<file path="config.mk">
export PLATFORM = sky130hd
export DESIGN_NAME = civil_date_to_epoch_days
export DESIGN_NICKNAME = d
export VERILOG_FILES = /design/src/rtl/ced_pkg.sv /design/src/rtl/ced_leap.sv /design/src/rtl/civil_date_to_epoch_days.sv
export SDC_FILE = /design/constraint.sdc
export NUM_CORES = 1
export LEC_CHECK = 0
export BUFFER_PORTS_ARGS = -buffer_cell sky130_fd_sc_hd__clkbuf_2
export CORE_MARGIN = 2
export CORE_UTILIZATION = 48
export CTS_CLUSTER_SIZE = 16
export DETAILED_ROUTE_END_ITERATION = 7
export PLACE_DENSITY = 0.61
export SYNTH_ARGS = -nofsm -noshare
export SYNTH_HDL_FRONTEND = slang
export SYNTH_SLANG_ARGS = --single-unit
</file>
<file path="constraint.sdc">
create_clock -name clk -period 12.1 [get_ports clk]
set_input_delay 2.42 -clock clk [delete_from_list [all_inputs] [get_ports clk]]
set_output_delay 2.42 -clock clk [all_outputs]
set_load 0.03 [all_outputs]
</file>
<file path="src/rtl/ced_pkg.sv">
// Shared types, constants and month tables for the civil date to epoch day converter.
// No dependencies; every rtl file imports this package.
package ced_pkg;

  localparam int YEAR_W  = 23;
  localparam int MONTH_W = 4;
  localparam int DAY_W   = 6;
  localparam int COUNT_W = 32;

  localparam logic [YEAR_W-1:0] MAX_YEAR_RESET = 23'd5000000;

  // floor(x / 25) = (x * DIV25_MAGIC) >> DIV25_SHIFT, exact for x < 2**21
  localparam int DIV25_SHIFT = 27;
  localparam int MAGIC_W     = 23;
  localparam logic [MAGIC_W-1:0] DIV25_MAGIC = 23'd5368710;

  localparam int QA_W = 17;  // (year / 4) / 25 fits 17 bits
  localparam int QB_W = 15;  // (year / 16) / 25 fits 15 bits

  // days from 0000-01-01 to 1970-01-01
  localparam logic [34:0] EPOCH_OFFSET = 35'd719528;
  localparam logic signed [34:0] COUNT_LIMIT = 35'sd2147483647;
  localparam logic signed [COUNT_W-1:0] INVALID_COUNT = 32'sh8000_0000;

  localparam logic [MONTH_W-1:0] MONTH_FEB = 4'd2;
  localparam logic [MONTH_W-1:0] MONTH_DEC = 4'd12;

  typedef struct packed {
    logic [YEAR_W-1:0]  year;
    logic [MONTH_W-1:0] month;
    logic [DAY_W-1:0]   day;
  } req_word_t;

  typedef struct packed {
    logic signed [COUNT_W-1:0] day_count;
    logic                      invalid;
  } rsp_word_t;

  typedef struct packed {
    logic [21:0] ceil4;
    logic [17:0] ceil100;
    logic [15:0] ceil400;
    logic        leap;
  } leap_info_t;

  function automatic logic [8:0] days_before_month(input logic [MONTH_W-1:0] m);
    logic [8:0] r;
    case (m)
      4'd2:    r = 9'd31;
      4'd3:    r = 9'd59;
      4'd4:    r = 9'd90;
      4'd5:    r = 9'd120;
      4'd6:    r = 9'd151;
      4'd7:    r = 9'd181;
      4'd8:    r = 9'd212;
      4'd9:    r = 9'd243;
      4'd10:   r = 9'd273;
      4'd11:   r = 9'd304;
      4'd12:   r = 9'd334;
      default: r = 9'd0;
    endcase
    return r;
  endfunction

  function automatic logic [DAY_W-1:0] month_length(input logic [MONTH_W-1:0] m);
    logic [DAY_W-1:0] r;
    case (m)
      4'd1, 4'd3, 4'd5, 4'd7, 4'd8, 4'd10, 4'd12: r = 6'd31;
      4'd4, 4'd6, 4'd9, 4'd11:                    r = 6'd30;
      4'd2:                                       r = 6'd28;
      default:                                    r = 6'd0;
    endcase
    return r;
  endfunction

endpackage

</file>
<file path="src/rtl/ced_leap.sv">
// Leap-year flag and the rounded-up year quotients by 4, 100 and 400.
// Depends on ced_pkg; takes the registered reciprocal products from stage one.
module ced_leap (
  input  logic [ced_pkg::YEAR_W-1:0] year,
  input  logic [43:0]                prod_a,
  input  logic [41:0]                prod_b,
  output ced_pkg::leap_info_t        info
);
  import ced_pkg::*;

  logic [QA_W-1:0] qa;
  logic [QB_W-1:0] qb;
  logic [20:0]     qa25;
  logic [18:0]     qb25;
  logic [4:0]      ra;
  logic [4:0]      rb;
  logic            rem100;
  logic            rem400;

  assign qa = prod_a[DIV25_SHIFT +: QA_W];
  assign qb = prod_b[DIV25_SHIFT +: QB_W];

  // 25 * q as shift-add; the remainder stays below 25
  assign qa25 = {qa, 4'b0} + {1'b0, qa, 3'b0} + {4'b0, qa};
  assign qb25 = {qb, 4'b0} + {1'b0, qb, 3'b0} + {4'b0, qb};
  logic [20:0] diff_a;
  logic [18:0] diff_b;
  assign diff_a = year[22:2] - qa25;
  assign diff_b = year[22:4] - qb25;
  assign ra = diff_a[4:0];
  assign rb = diff_b[4:0];

  assign rem100 = (year[1:0] != 2'b0) || (ra != 5'd0);
  assign rem400 = (year[3:0] != 4'b0) || (rb != 5'd0);

  assign info.ceil4   = {1'b0, year[22:2]} + {21'b0, (year[1:0] != 2'b0)};
  assign info.ceil100 = {1'b0, qa} + {17'b0, rem100};
  assign info.ceil400 = {1'b0, qb} + {15'b0, rem400};
  assign info.leap    = ((year[1:0] == 2'b0) && rem100) || !rem400;

endmodule

</file>
<file path="src/rtl/civil_date_to_epoch_days.sv">
// Top level of the Gregorian date to epoch day converter: ports, pipeline, checks.
// Depends on ced_pkg and ced_leap.
//
// Converts a proleptic Gregorian date (year, month, day) into the signed day
// count since 1970-01-01. A date whose year exceeds max_year, whose month is
// outside 1..12, whose day is zero or past the month end (February has 29 days
// in leap years, year 0 included), or whose count does not fit 32 bits comes
// back with invalid set and day_count 0x80000000. The block takes one word per
// cycle while req_stall is low and returns each result through its three
// register stages: reciprocal multiplies, then leap and month checks, then the
// final day sum. Stages advance independently, so a stall on the result side
// fills bubbles first and backs up to req_stall only when every stage is full.
// max_year is written through the cfg port, which is always ready; write it
// only while no word is in flight.
module civil_date_to_epoch_days #(
  parameter logic [ced_pkg::YEAR_W-1:0] MaxYearReset = ced_pkg::MAX_YEAR_RESET
) (
  input  logic                       clk,
  input  logic                       rst,
  input  logic                       req_valid,
  output logic                       req_stall,
  input  ced_pkg::req_word_t         req_word,
  output logic                       rsp_valid,
  input  logic                       rsp_stall,
  output ced_pkg::rsp_word_t         rsp_word,
  input  logic                       cfg_valid,
  output logic                       cfg_ready,
  input  logic [ced_pkg::YEAR_W-1:0] cfg_data
);
  import ced_pkg::*;

  logic [YEAR_W-1:0] max_year;

  // stage enables: a stage loads when it is empty or its successor loads
  logic en1, en2, en3;

  // stage one: raw fields, reciprocal products, 365 * year
  logic               v1;
  logic [YEAR_W-1:0]  s1_year;
  logic [MONTH_W-1:0] s1_month;
  logic [DAY_W-1:0]   s1_day;
  logic [43:0]        s1_prod_a;
  logic [41:0]        s1_prod_b;
  logic [31:0]        s1_y365;
  logic               s1_ok;

  // stage two: terms of the day sum and the date check
  logic        v2;
  logic [31:0] s2_y365;
  leap_info_t  s2_info;
  logic [8:0]  s2_dbm;
  logic [DAY_W-1:0] s2_dm1;
  logic        s2_ok;

  leap_info_t       leap_info;
  logic [DAY_W-1:0] len;
  logic [8:0]       dbm_next;
  logic             ok2_next;

  logic signed [34:0] count;
  logic [34:0]        total;
  logic               ok3_next;

  logic v3;

  assign en3       = !v3 || !rsp_stall;
  assign en2       = !v2 || en3;
  assign en1       = !v1 || en2;
  assign req_stall = !en1;
  assign cfg_ready = 1'b1;

  // hold the configured year limit
  always_ff @(posedge clk) begin
    if (rst) begin
      max_year <= MaxYearReset;
    end else if (cfg_valid && cfg_ready) begin
      max_year <= cfg_data;
    end
  end

  // stage one: multiply by the reciprocal of 25 and by 365
  always_ff @(posedge clk) begin
    if (rst) begin
      v1 <= 1'b0;
    end else if (en1) begin
      v1 <= req_valid;
    end
  end

  always_ff @(posedge clk) begin
    if (en1) begin
      s1_year   <= req_word.year;
      s1_month  <= req_word.month;
      s1_day    <= req_word.day;
      s1_prod_a <= req_word.year[22:2] * DIV25_MAGIC;
      s1_prod_b <= req_word.year[22:4] * DIV25_MAGIC;
      s1_y365   <= {9'b0, req_word.year} * 32'd365;
      s1_ok     <= (req_word.year <= max_year) && (req_word.month != 4'd0)
                   && (req_word.month <= MONTH_DEC) && (req_word.day != 6'd0);
    end
  end

  // stage two: leap flag, rounded quotients, month-end check
  ced_leap u_leap (
    .year   (s1_year),
    .prod_a (s1_prod_a),
    .prod_b (s1_prod_b),
    .info   (leap_info)
  );

  always_comb begin
    len      = month_length(s1_month)
               + {5'b0, (s1_month == MONTH_FEB) && leap_info.leap};
    dbm_next = days_before_month(s1_month)
               + {8'b0, (s1_month > MONTH_FEB) && leap_info.leap};
    ok2_next = s1_ok && (s1_day <= len);
  end

  always_ff @(posedge clk) begin
    if (rst) begin
      v2 <= 1'b0;
    end else if (en2) begin
      v2 <= v1;
    end
  end

  always_ff @(posedge clk) begin
    if (en2) begin
      s2_y365 <= s1_y365;
      s2_info <= leap_info;
      s2_dbm  <= dbm_next;
      s2_dm1  <= s1_day - 6'd1;
      s2_ok   <= ok2_next;
    end
  end

  // stage three: add up the days, shift to the epoch, drop counts past 32 bits
  always_comb begin
    total = {3'b0, s2_y365} + {13'b0, s2_info.ceil4} - {17'b0, s2_info.ceil100}
            + {19'b0, s2_info.ceil400} + {26'b0, s2_dbm} + {29'b0, s2_dm1};
    count    = $signed(total - EPOCH_OFFSET);
    ok3_next = s2_ok && (count <= COUNT_LIMIT);
  end

  always_ff @(posedge clk) begin
    if (rst) begin
      v3 <= 1'b0;
    end else if (en3) begin
      v3 <= v2;
    end
  end

  always_ff @(posedge clk) begin
    if (en3) begin
      rsp_word.invalid   <= !ok3_next;
      rsp_word.day_count <= ok3_next ? count[COUNT_W-1:0] : INVALID_COUNT;
    end
  end

  assign rsp_valid = v3;

  // an invalid result always carries the marker count
  a_invalid_marker: assert property (@(posedge clk) disable iff (rst)
    rsp_valid && rsp_word.invalid |-> rsp_word.day_count == INVALID_COUNT)
    else $error("invalid result without marker count");

  // a blocked middle stage keeps its word
  a_stage2_hold: assert property (@(posedge clk) disable iff (rst)
    v2 && !en3 |=> v2 && $stable(s2_y365) && $stable(s2_ok) && $stable(s2_dbm))
    else $error("stage two word lost while blocked");

  // back-pressure on the request side only when every stage is full
  a_stall_full: assert property (@(posedge clk) disable iff (rst)
    req_stall |-> v1 && v2 && v3 && rsp_stall)
    else $error("request stalled with an empty stage");

endmodule
</file>
Word level (Yosys, flattened, before mapping) --
Memories as Yosys holds them, arrays and structs flattened. A register that Yosys moved wholly into a read port is not among the register bits. Cells that the tools add are included.
Storage, ports and cells: memories kept 2, input bits 61, bits in registers 313, bits in read-only memories 224
Memories:
- (no name shown) | depth 16, bits a word 9, read ports 1, clocked after Yosys merged registers in 1, write ports 0, RTL line ced_pkg.sv:48 | case (m)
- (no name shown) | depth 16, bits a word 5, read ports 1, clocked after Yosys merged registers in 1, write ports 0, RTL line ced_pkg.sv:67 | case (m)
Cells by class: add/sub/neg operators 18, multiplexer cells 2, multipliers 3, equality and inequality tests 1, reduce and logical (&&, ||, !) cells 28, magnitude comparators 5
Operator list (count):
- 21-bit by 22-bit multiplier with 43-bit output (second input constant) | 1
- 19-bit by 22-bit multiplier with 41-bit output (second input constant) | 1
- 34-bit by 17-bit adder with 35-bit output | 1
- 35-bit by 6-bit adder with 35-bit output | 1
- 35-bit by 9-bit adder with 35-bit output | 1
- 35-bit by 32-bit less-or-equal comparator with 1-bit output (second input constant) | 1
- 35-bit by 20-bit subtractor with 35-bit output (second input constant) | 1
- 33-bit by 18-bit subtractor with 34-bit output | 1
- 32-bit by 22-bit adder with 33-bit output | 1
- 23-bit by 9-bit multiplier with 32-bit output (second input constant) | 1
- 23-bit less-or-equal comparator | 1
- 21-bit by 1-bit adder with 22-bit output | 1
- 5-bit adder | 4
- 17-bit by 1-bit adder with 18-bit output | 1
- 15-bit by 1-bit adder with 16-bit output | 1
- 5-bit nonzero test | 2
- 5-bit subtractor | 2
- 9-bit by 1-bit adder with 9-bit output | 1
- 1-bit logical AND | 8
- 4-bit two-way mux | 2
- 4-bit nonzero test | 2
- 1-bit logical NOT | 7
- 6-bit by 1-bit adder with 6-bit output | 1
- 6-bit less-or-equal comparator | 1
- 8 further kinds | 13

Depth between registers and ports, before layout --
Gate-level depths: netlist of run 1.
word-level depth 11, depth in mapped cells 30

Hierarchy --
From an unflattened synthesis of run 1, not the netlist that was laid out.
Second synthesis, totals: cells, all modules 3061, area total of the unflattened synthesis 32429.9 µm²
Modules (own cells, without submodules):
- civil_date_to_epoch_days | instances 1, area an instance 31014.7 µm², cells an instance 2870
- ced_leap | instances 1, area an instance 1415.1 µm², cells an instance 191

Worst setup path before layout of run 1 --
OpenSTA, ideal clock, no wires.
path kind input -> output, from input port rsp_stall, to output port req_stall, slack 3.039 ns, arrival time 6.641 ns, stages on the path 2, cells stage by stage nand4_1 > inv_1
Between the ends: word-level cells in the longest chain between the ends 5
RTL lines:
- from (decl) | RTL line civil_date_to_epoch_days.sv:24 | input logic rsp_stall,
- 1-bit logical NOT | RTL line civil_date_to_epoch_days.sv:66 | assign en3 = !v3 || !rsp_stall;
- 1-bit logical OR | RTL line civil_date_to_epoch_days.sv:66
- 1-bit logical OR | RTL line civil_date_to_epoch_days.sv:67 | assign en2 = !v2 || en3;
- 1-bit logical OR | RTL line civil_date_to_epoch_days.sv:68 | assign en1 = !v1 || en2;
- 1-bit logical NOT | RTL line civil_date_to_epoch_days.sv:69 | assign req_stall = !en1;
- to (decl) | RTL line civil_date_to_epoch_days.sv:21 | output logic req_stall,
No other way between the ends.

Final worst setup path of run 1 --
from input port req_word[22] in the netlist's numbering, to register s1_prod_b[41], data pin
Between the ends: word-level cells in the longest chain between the ends 1
RTL lines:
- from (decl) | RTL line civil_date_to_epoch_days.sv:22 | input ced_pkg::req_word_t req_word,
- 19-bit by 22-bit multiplier with 41-bit output | RTL line civil_date_to_epoch_days.sv:96 | s1_prod_b <= req_word.year[22:4] * DIV25_MAGIC;
- to (signal assigned) | RTL line civil_date_to_epoch_days.sv:96
- to (decl) | RTL line civil_date_to_epoch_days.sv:43 | logic [41:0] s1_prod_b;
No other way between the ends. A chain may end at the register's enable or synchronous reset.

==> summary.md, run 1 <==
| Metric | Value |
|---|---|
| Worst clock skew | roughly 26 ps |
| Count of final setup violators | 0 |
| Crit path max-delay family | adder cells |
| Post-CTS setup buffer count | 0 |
| Setup CP Type | input port to register |
| DRT iter0 DRCs | about 1100 |
| Core Util, Final | approximately 53% |
| Via count | about 20000 |
| Worst Path Arrival | between 9000 and 10000 ps |
| GRT overflow | 0 |
| Most common cell after layout, fill and taps aside | inv_1 |
| WP data required | between 10000 and 15000 ps |
| Final hold viol count | 0 |
| Sequential share of the synthesized area | 25.7% |
| CORE AREA | 61900 µm² |
| Clock Latency Late Sink | 570 ps |
| Antenna cells | 0 |
| Initial antenna violation count | 0 |
| Max Used Layer | met4 |
| Post-synth cell types | 79 |
| Nets | between 3000 and 4000 |
| Maximum fanout along the worst path | 10 |
| Worst reg-to-reg path cell count | 24 |
| Area grow syn2layout | 8.06% |
| I/O Buffers | 95 |
| WP depth | 20 |
| Hold_buf cts | 0 |
| CP max stage delay | roughly 630 ps |
| Setup TNS | 0 ps |
| Metal2 WL | around 35000 µm |
| Critical path buffers and inverters | 5 |
| Fin crit share | approximately 72% |
| Worst R2R Start | s2_info[18] |
| Setup slack, reg-to-reg | ~5000 ps |
| Status | completed |
| Total Routing Usage GR | 22.6% |
| CP endpoint kind | register |
| RSZ-0062 raised after global routing | no |
| Filler cells | 5627 |
| Syn Std Cell Area | 30100 µm² |
| Mapped Avg Cell Area | 10.4 µm² |
| Flops & latches, synth | 271 |
| EDFF count, synth | 233 |
| Maxcap violations | 0 |
| Worst-path cell chain | clkbuf_2 > fa_1 > inv_1 > fa_1 > inv_1 > fa_1 > fa_1 > inv_1 > fa_1 > inv_1 > fa_1 > ha_1 > nand3_1 > or4_1 > o31ai_1 > o21ai_1 > o31ai_1 > a31oi_1 > o21ai_0 > xor2_1 |
| Routed length on met1 | roughly 32000 µm |
| F_max | approximately 110 MHz |
| Die H | 255 µm |
| Crit path top cell by count | fa_1 |
| Syn Nets | ~3800 |
| Die ar. | around 65000 µm² |
| CTS Sinks | about 270 |
| Core Rows | 91 |
| Top_reg_cell synth | edfxtp_1 |
| Clock buffer depth | 3 |
| Worst slew margin | between 20 and 30% |
| Type of the tightest min-delay check | register to register |
| Slack of the critical path | between 3000 and 4000 ps |
| Wirelength, routed | roughly 71000 µm |
| Root Buffer | clkbuf_16 |
| Io pins | 97 |
| Initial Util | 48.7% |
| Remaining DRCs | 0 |
| Synth Warn # | 0 |
| Fin crit period | 8740 ps |
| Global placer's final weighted congestion | just over 0.9 |
| First-pass GRT wire length | approximately 110000 µm |
| TritonCTS clock tree | done |
| Startpoint types | input port |
| Met3 WL post-DR | around 1900 µm |
| Critical Path Start | req_word[22] |
| Worst slew pin tran | 1060 ps |
| CTS HTree Levels | 1 |
| Post-detail-place hpwl | around 61000 µm |
| Drt wl/cell | around 18 µm |
| Slowest stage cell, crit path | fa_1 |
| Post-CTS sizing | 0 |
| Async SR Flop Fraction | 0% |
| Clk slew on worst S/H paths | about 60 ps |
| Vias in the first global route | 21123 |
| Mapped Cells | a little under 3000 |
| Largest net degree at the start of global routing | a little under 70 |
| DR vias/cell | roughly 5.2 |
| Most frequent cells in the layout | inv_1 (662), ha_1 (491), fa_1 (327), edfxtp_1 (233), nor2_1 (136) |
| End of the critical path | s1_prod_b[41] |
| Number of buffers created by CTS | 28 |
| R2R Path End | rsp_word[14] |
| DP Worst Slack | 2810 ps |
| Slew Viols, Final | 0 |
| Layout cells sized above 1 | under 10% |
| Final ANT Viol Nets | 0 |
| Die X | ~250 µm |
| Iteration count of the initial detailed-routing pass | 5 |
-- logic make-up after synthesis --
logic type      share of synthesized area, %
fa+ha+maj                               42.1
xor+xnor                                5.49
simple gates                            8.02
other cells                           0.0124
flops                                   25.7
mux                                    0.867
buf+inv                                 8.64
compound gates                          9.15
-- metrics by stage --
step / cells / hold slack, ps / cell area (µm²)
after floorplan: 2904 / 400 / 30100
after global placement: 3817 / 406 / 31600
after detailed placement: 3817 / 405 / 31600
after CTS: 3867 / 416 / 32600
after global routing: 3867 / 419 / 32600
final: 3867 / 417 / 32600
-- state kept, by name (all words and copies together), names as in the netlist, named ones only --
name and count:
s1_day 6, s1_prod_a 17, max_year 23, v1 1, s1_month 4, s1_prod_b 15
s2_ok 1, rsp_valid 1, rsp_word 33, s2_y365 32, s1_ok 1, s2_info 56
v2 1, s2_dm1 6, s1_y365 30, s1_year 23, s2_dbm 9
-- worst min path at each step --
stage / cells after the start / slack [ps] / from / end
finish: 0 / 420 / s1_y365[21] / s2_y365[21]
detailed placement: 0 / 400 / s1_y365[26] / s2_y365[26]
CTS: 0 / 420 / s1_y365[27] / s2_y365[27]
floorplan: 0 / 400 / s1_y365[10] / s2_y365[10]
global route: 0 / 420 / s1_y365[21] / s2_y365[21]
global placement: 0 / 410 / s1_y365[27] / s2_y365[27]
-- synth_stat cells (all sizes together), types with 38 or more instances --
library cell	number	share of area [%]
fa	327	22
o21ai	70	1.2
inv	662	8.2
edfxtp	233	23
nand2	129	1.6
nand3	59	0.98
nor2	136	1.7
a21oi	108	1.8
dfxtp	38	2.5
a21o	56	1.4
xnor2	120	3.5
ha	491	20
xor2	69	2.0
-- layout make-up --
class	instances	area [µm²]	share of cell area, %
clock buffer	28	701	2.15
clock inverter	22	263	0.807
inverter	663	2490	7.64
multi-input combinational	1945	19800	60.8
sequential	271	7760	23.8
tap	837	1050	3.21
timing repair buffer	101	520	1.60
-- metal layers --
layer	global-route usage (%)	vias up
met5	0	-
met4	7.20	0
met3	1.36	97
met2	39.9	351
met1	30.0	9815
li1	-	9853
Power of run 1 is not shown: default switching activity piles up to over one toggle a cycle in this logic, so the estimate is an artifact.
==> run 2, diff against run 1 <==
--- a/config.mk
+++ b/config.mk
@@ -5,6 +5,7 @@
 export SDC_FILE = /design/constraint.sdc
 export NUM_CORES = 1
 export LEC_CHECK = 0
+export ABC_AREA = 1
 export BUFFER_PORTS_ARGS = -buffer_cell sky130_fd_sc_hd__clkbuf_2
 export CORE_MARGIN = 2
 export CORE_UTILIZATION = 48
==> constraint.sdc (replaced) <==
create_clock -name clk -period 8.7 [get_ports clk]
set_input_delay 1.74 -clock clk [delete_from_list [all_inputs] [get_ports clk]]
set_output_delay 1.74 -clock clk [all_outputs]
set_load 0.03 [all_outputs]
==> summary.md, run 2 <==
| Metric | Value |
|---|---|
| Cell accounting for the most synthesized area | edfxtp_1 (unchanged) |
| Die ar. | 69400 µm² (was 64800 µm²) |
| Top cells by area, synth | edfxtp_1 (22%), fa_1 (20%), ha_1 (19%) (was edfxtp_1 (23%), fa_1 (22%), ha_1 (20%)) |
| DR vias/cell | 5.09 (was 5.20) |
| DRT iter0 DRCs | 1268 (was 1061) |
| Fin crit period | 7220 ps |
| Die X | 263 µm (was 255 µm) |
| First-pass GRT wire length | 135000 µm (was 114000 µm) |
| Sequential share of the synthesized area | 24.0% (was 25.7%) |
| Async SR Flop Fraction | 0% (unchanged) |
| F_max | between 100 and 150 MHz |
| Hold Path Stages | 0 (unchanged) |
| Hold endpoint | s2_y365[25] (was s2_y365[21]) |
| Synth cell count leaders | inv_1 (893), nand2_1 (503), ha_1 (491) (was inv_1 (662), ha_1 (491), fa_1 (327)) |
| Maxcap violations | 0 (unchanged) |
| Via count | 23799 (was 20116) |
| Layout cells sized above 1 | 6.02% (was 5.78%) |
| Status | completed (unchanged) |
| Worst R2R Start | s2_info[18] (unchanged) |
| Most frequent cells in the layout | inv_1 (892), nand2_1 (502), ha_1 (491), fa_1 (327), nor2_1 (255) (was inv_1 (662), ha_1 (491), fa_1 (327), edfxtp_1 (233), nor2_1 (136)) |
| Worst slew pin tran | 1030 ps (was 1060 ps) |
| Root Buffer | clkbuf_16 (unchanged) |
| Clock buffer depth | 3 (unchanged) |
| Area grow syn2layout | 8.48% (was 8.06%) |
| Filler cells | 6360 (was 5627) |
| Die H | 263 µm (was 255 µm) |
| Worst Path Arrival | 7530 ps (was 9020 ps) |
| Count of final setup violators | 0 (unchanged) |
| Worst clock skew | 37.4 ps (was 26.4 ps) |
| Critical Path Start | req_word[27] (was req_word[22]) |
| Hold_buf cts | 0 (unchanged) |
| Io pins | 97 (unchanged) |
| Maximum fanout along the worst path | 9 (was 10) |
| Drt wl/cell | 18.2 µm (was 18.5 µm) |
| Core Rows | 95 (was 91) |
| TritonCTS clock tree | done (unchanged) |
| Initial antenna violation count | 3 (was 0) |
| Slew Viols, Final | 0 (unchanged) |
| Setup CP Type | input port to register (unchanged) |
| Worst slew margin | 31.4% (was 28.4%) |
| Fin crit share | 83.0% |
| Final hold viol count | 0 (unchanged) |
| Clock Latency Late Sink | 580 ps (was 570 ps) |
| CP endpoint kind | register (unchanged) |
| Type of the tightest min-delay check | register to register (unchanged) |
| CTS Sinks | 271 (unchanged) |
| Most frequent cell after synthesis | inv_1 (unchanged) |
| Syn Std Cell Area | 32300 µm² (was 30100 µm²) |
| Post-synth cell types | 56 (was 79) |
| Largest net degree at the start of global routing | 78 (was 68) |
| GRT overflow | 0 (unchanged) |
| RSZ-0062 raised after global routing | no (unchanged) |
| Post-CTS sizing | 0 (unchanged) |
| Startpoint types | input port (unchanged) |
| Vias in the first global route | 24692 (was 21123) |
| Flops & latches, synth | 271 (unchanged) |
| Worst reg-to-reg path cell count | 27 (was 24) |
| Clk slew on worst S/H paths | 60 ps (about the same) |
| WP data required | 9010 ps (was 12380 ps) |
| Post-detail-place hpwl | 74500 µm (was 61300 µm) |
| Iteration count of the initial detailed-routing pass | 5 (unchanged) |
| Synth Warn # | 0 (unchanged) |
| Top cell type's share of synthesized area | 21.7% (was 23.2%) |
| Top_reg_cell synth | edfxtp_1 (unchanged) |
| Wirelength, routed | 85100 µm (was 71400 µm) |
| Biggest regs | s2_info (56), rsp_word (33), s2_y365 (32) (unchanged) |
| CORE AREA | 66900 µm² (was 61900 µm²) |
| CTS HTree Levels | 2 (was 1) |
| Global placer's final weighted congestion | 0.968 (was 0.929) |
| Hold Crit Start | s1_y365[25] (was s1_y365[21]) |
| Most common cell after layout, fill and taps aside | inv_1 (unchanged) |
| R2R Path End | rsp_word[2] (was rsp_word[14]) |
| EDFF count, synth | 233 (unchanged) |
| Mapped Cells | 3648 (was 2904) |
| I/O Buffers | 95 (unchanged) |
| Syn Nets | 4527 (was 3783) |
| Total Routing Usage GR | 25.2% (was 22.6%) |
| Setup TNS | 0 ps (unchanged) |
| Nets | 4655 (was 3889) |
| Mapped Avg Cell Area | 8.86 µm² (was 10.4 µm²) |
| Post-CTS setup buffer count | 0 (unchanged) |
| Register with the most flip-flops | s2_info (unchanged) |
| Number of buffers created by CTS | 35 (was 28) |
| Final ANT Viol Nets | 0 (unchanged) |
| Initial Util | 48.3% (was 48.7%) |
| Max FFs per register | 56 (unchanged) |
| Remaining DRCs | 0 (unchanged) |
| Setup slack, reg-to-reg | 2840 ps (was 4970 ps) |
-- run 2: cell count changes in the layout (fill, tap and decap cells not counted), moves of 43 or more --
cell     previous run  this run
nand2_1           129       502
inv_1             662       892
nor2_1            136       255
a21oi_1           106       208
o21ai_0            65       142
xnor2_1           120        63
nand3_1            58       106
a21o_1             56        13
xor2_1             69       112
-- run 2: layout make-up --
| type | instances | area [µm²] | share of cell area (%) |
|---|---|---|---|
| well taps | 873 | 1090 | 3.12 |
| clock inverters | 22 | 223 | 0.635 |
| repair buffers | 103 | 536 | 1.53 |
| clock buffers | 41 | 940 | 2.68 |
| multi-input cells | 2468 | 21100 | 60.3 |
| diodes | 1 | 2.50 | 0.00714 |
| inverters | 897 | 3370 | 9.61 |
| flip-flops and latches | 271 | 7760 | 22.1 |
-- run 2: how the worst max path moves through the flow --
stage,endpoint,slack (ps),depth (start not counted)
after detailed placement,s1_prod_a[41],890,22
final,s1_prod_a[41],1480,22
after floorplan,s1_prod_a[41],1680,21
after global routing,s1_prod_a[41],1160,22
after global placement,s1_prod_a[41],940,22
after CTS,s1_prod_a[41],1500,22
-- run 2: logic make-up (layout without fill, tap and decap cells) --
kind of cell,count (synthesis),in the layout,synth area share [%]
compound gates,445,445,7.61
xor+xnor,175,175,4.74
fa+ha+maj,818,818,39.3
buf+inv,909,1063,10.6
flops,271,271,24.0
other cells,1,2,0.0116
simple gates,1029,1029,13.7
-- run 2: per-stage QoR --
step / hold WS [ps] / utilization (%) / worst slack (ps) / cell area (µm²) / instances
2_1_floorplan: 400 / - / 1680 / 32300 / 3648
3_3_place_gp: 403 / 50.6 / 943 / 33900 / 4612
3_5_place_dp: 405 / 50.6 / 895 / 33900 / 4612
4_1_cts: 401 / 52.4 / 1500 / 35000 / 4675
5_1_grt: 427 / 52.4 / 1160 / 35000 / 4675
6_report: 408 / 52.4 / 1480 / 35000 / 4676
-- run 2: routing by layer --
metal	vias to the layer above	global-route usage [%]	part of all wire (%)	wire length, µm
li1	11877	-	-	-
met1	11291	31.8	43	36300
met2	508	45.1	50	42300
met3	123	2.67	4.0	3430
met4	0	8.11	3.5	2960
met5	-	0	0	0
-- run 2: worst max-delay path: stages --
cell	delay, ps
clkbuf_2	220
fa_1	630
inv_1	60
fa_1	480
fa_1	530
fa_1	560
inv_1	60
fa_1	520
fa_1	560
ha_1	270
fa_1	630
inv_1	60
nor2_1	80
inv_1	70
nor2_1	170
inv_1	100
nor3_1	260
nand4_1	130
nand3_1	180
nand2_1	70
nand2_1	70
xor2_1	60
Power of run 2 is left out for the same reason.
==> run 3, diff against run 2 <==
==> constraint.sdc (replaced) <==
create_clock -name clk -period 7.15 [get_ports clk]
set_input_delay 1.43 -clock clk [delete_from_list [all_inputs] [get_ports clk]]
set_output_delay 1.43 -clock clk [all_outputs]
set_load 0.03 [all_outputs]
==> summary.md, run 3 (synthesis gave the netlist of run 2 again) <==
| Metric | Value |
|---|---|
| Status | completed (unchanged) |
| Filler cells | 6347 (was 6360) |
| DRT iter0 DRCs | 1344 (was 1268) |
| WP depth | 22 (unchanged) |
| Initial Util | 48.3% (unchanged) |
| First-pass GRT wire length | 133000 µm (was 135000 µm) |
| Nets | 4743 (was 4655) |
| Wirelength, routed | 84200 µm (was 85100 µm) |
| Core Rows | 95 (unchanged) |
| Via count | 24066 (was 23799) |
| F_max | approximately 150 MHz |
| Post-CTS sizing | 0 (unchanged) |
| GRT overflow | 0 (unchanged) |
| Register with the most flip-flops | s2_info (unchanged) |
| CTS HTree Levels | 2 (unchanged) |
| Max FFs per register | 56 (unchanged) |
| Most frequent cells in the layout | inv_1 (892), nand2_1 (502), ha_1 (491), fa_1 (327), nor2_1 (255) (unchanged) |
| Vias in the first global route | 24724 (was 24692) |
| Iteration count of the initial detailed-routing pass | 5 (unchanged) |
| CTS Sinks | 271 (unchanged) |
| Worst Path Arrival | 6940 ps (was 7530 ps) |
| Slowest stage cell, crit path | fa_1 (unchanged) |
| Fin crit share | 92.7% |
| Non-filler cells, final | 4763 (was 4676) |
| Fin crit period | 6630 ps |
| Placed Instance Area | 34500 µm² (was 33900 µm²) |
| Count of final setup violators | 0 (unchanged) |
| Final ANT Viol Nets | 0 (unchanged) |
| Crit path max-delay family | adder cells (unchanged) |
| Startpoint types | input port (unchanged) |
| Fin area | 35700 µm² (was 35000 µm²) |
| CP endpoint kind | register (unchanged) |
| Total Routing Usage GR | 24.8% (was 25.2%) |
| Number of buffers created by CTS | 35 (unchanged) |
| TritonCTS clock tree | done (unchanged) |
| Type of the tightest min-delay check | register to register (unchanged) |
| Post-detail-place hpwl | 74200 µm (was 74500 µm) |
| Drt wl/cell | 17.7 µm (was 18.2 µm) |
| Clock buffer depth | 3 (unchanged) |
| Hold Path Stages | 0 (unchanged) |
| Die ar. | 69400 µm² (unchanged) |
| CORE AREA | 66900 µm² (unchanged) |
| Worst reg-to-reg path cell count | 27 (unchanged) |
| Final hold viol count | 0 (unchanged) |
| RSZ-0062 raised after global routing | no (unchanged) |
| Io pins | 97 (unchanged) |
| Clk slew on worst S/H paths | 60 ps (about the same) |
| Critical path buffers and inverters | 6 (unchanged) |
| Die H | 263 µm (unchanged) |
| Hold_buf cts | 0 (unchanged) |
| Worst slew pin tran | 974 ps (was 1030 ps) |
| Antenna cells | 0 (was 1) |
| Remaining DRCs | 0 (unchanged) |
| Maximum fanout along the worst path | 3 (was 9) |
| Setup CP Type | input port to register (unchanged) |
| Crit path top cell by count | fa_1 (unchanged) |
| DR vias/cell | 5.05 (was 5.09) |
| Largest net degree at the start of global routing | 68 (was 78) |
| Layout cells sized above 1 | 8.05% (was 6.02%) |
| Post-CTS setup buffer count | 0 (unchanged) |
| Worst slew margin | 34.4% (was 31.4%) |
| Area grow syn2layout | 10.5% (was 8.48%) |
| Biggest regs | s2_info (56), rsp_word (33), s2_y365 (32) (unchanged) |
| Global placer's final weighted congestion | 0.993 (was 0.968) |
| Placed cells | 4700 (was 4612) |
| Maxcap violations | 0 (unchanged) |
| Slew Viols, Final | 0 (unchanged) |
| Worst clock skew | 44.8 ps (was 37.4 ps) |
| Root Buffer | clkbuf_16 (unchanged) |
| CP max stage delay | 570 ps (was 630 ps) |
| Clock Latency Late Sink | 580 ps (about the same) |
| Initial antenna violation count | 0 (was 3) |
| Die X | 263 µm (unchanged) |
| Most common cell after layout, fill and taps aside | inv_1 (unchanged) |
| WP data required | 7460 ps (was 9010 ps) |
| I/O Buffers | 95 (unchanged) |
| Worst-path cell chain | clkbuf_2 > fa_1 > inv_1 > fa_1 > fa_1 > fa_1 > inv_1 > fa_1 > fa_1 > ha_1 > fa_1 > inv_1 > nor2_1 > inv_1 > nor2_1 > inv_1 > nor3_1 > nand4_1 > nand3_1 > nand2_1 > nand2_1 > xor2_1 (unchanged) |
run 3: area by class of cell:
class / count / area, µm² / share of cell area [%]
timing repair buffer: 191 / 1200 / 3.35
clock inverter: 16 / 214 / 0.599
inverter: 897 / 3370 / 9.44
tap: 873 / 1090 / 3.06
sequential: 271 / 7760 / 21.7
clock buffer: 47 / 952 / 2.67
multi-input combinational: 2468 / 21100 / 59.2
run 3: per-layer routing:
| layer | wire length, µm | share of wire (%) | global-route usage [%] | vias up |
|---|---|---|---|---|
| met2 | 41800 | 50 | 44.6 | 500 |
| met3 | 3610 | 4.3 | 2.98 | 138 |
| met1 | 35500 | 42 | 30.5 | 11385 |
| met5 | 0 | 0 | 0 | - |
| met4 | 3270 | 3.9 | 8.73 | 0 |
| li1 | - | - | - | 12043 |
run 3: worst paths after layout:
path | startpoint | slack (ps) | end
max | req_word[27] | 520 | s1_prod_a[41]
min | s1_y365[7] | 420 | s2_y365[7]
max reg2reg | s2_info[18] | 1270 | rsp_word[1]
min reg2reg | s1_y365[7] | 420 | s2_y365[7]
run 3: through the flow:
step                      hold WS (ps)  TNS (ps)  utilization (%)  setup slack [ps]
after floorplan                    400         0                -               440
after global placement             401     -3.21             51.6             -3.21
after detailed placement           405     -12.5             51.6             -8.81
after CTS                          404         0             53.4               571
after global routing               423         0             53.4               257
final                              417         0             53.4               523
Power of run 3 is left out for the same reason.
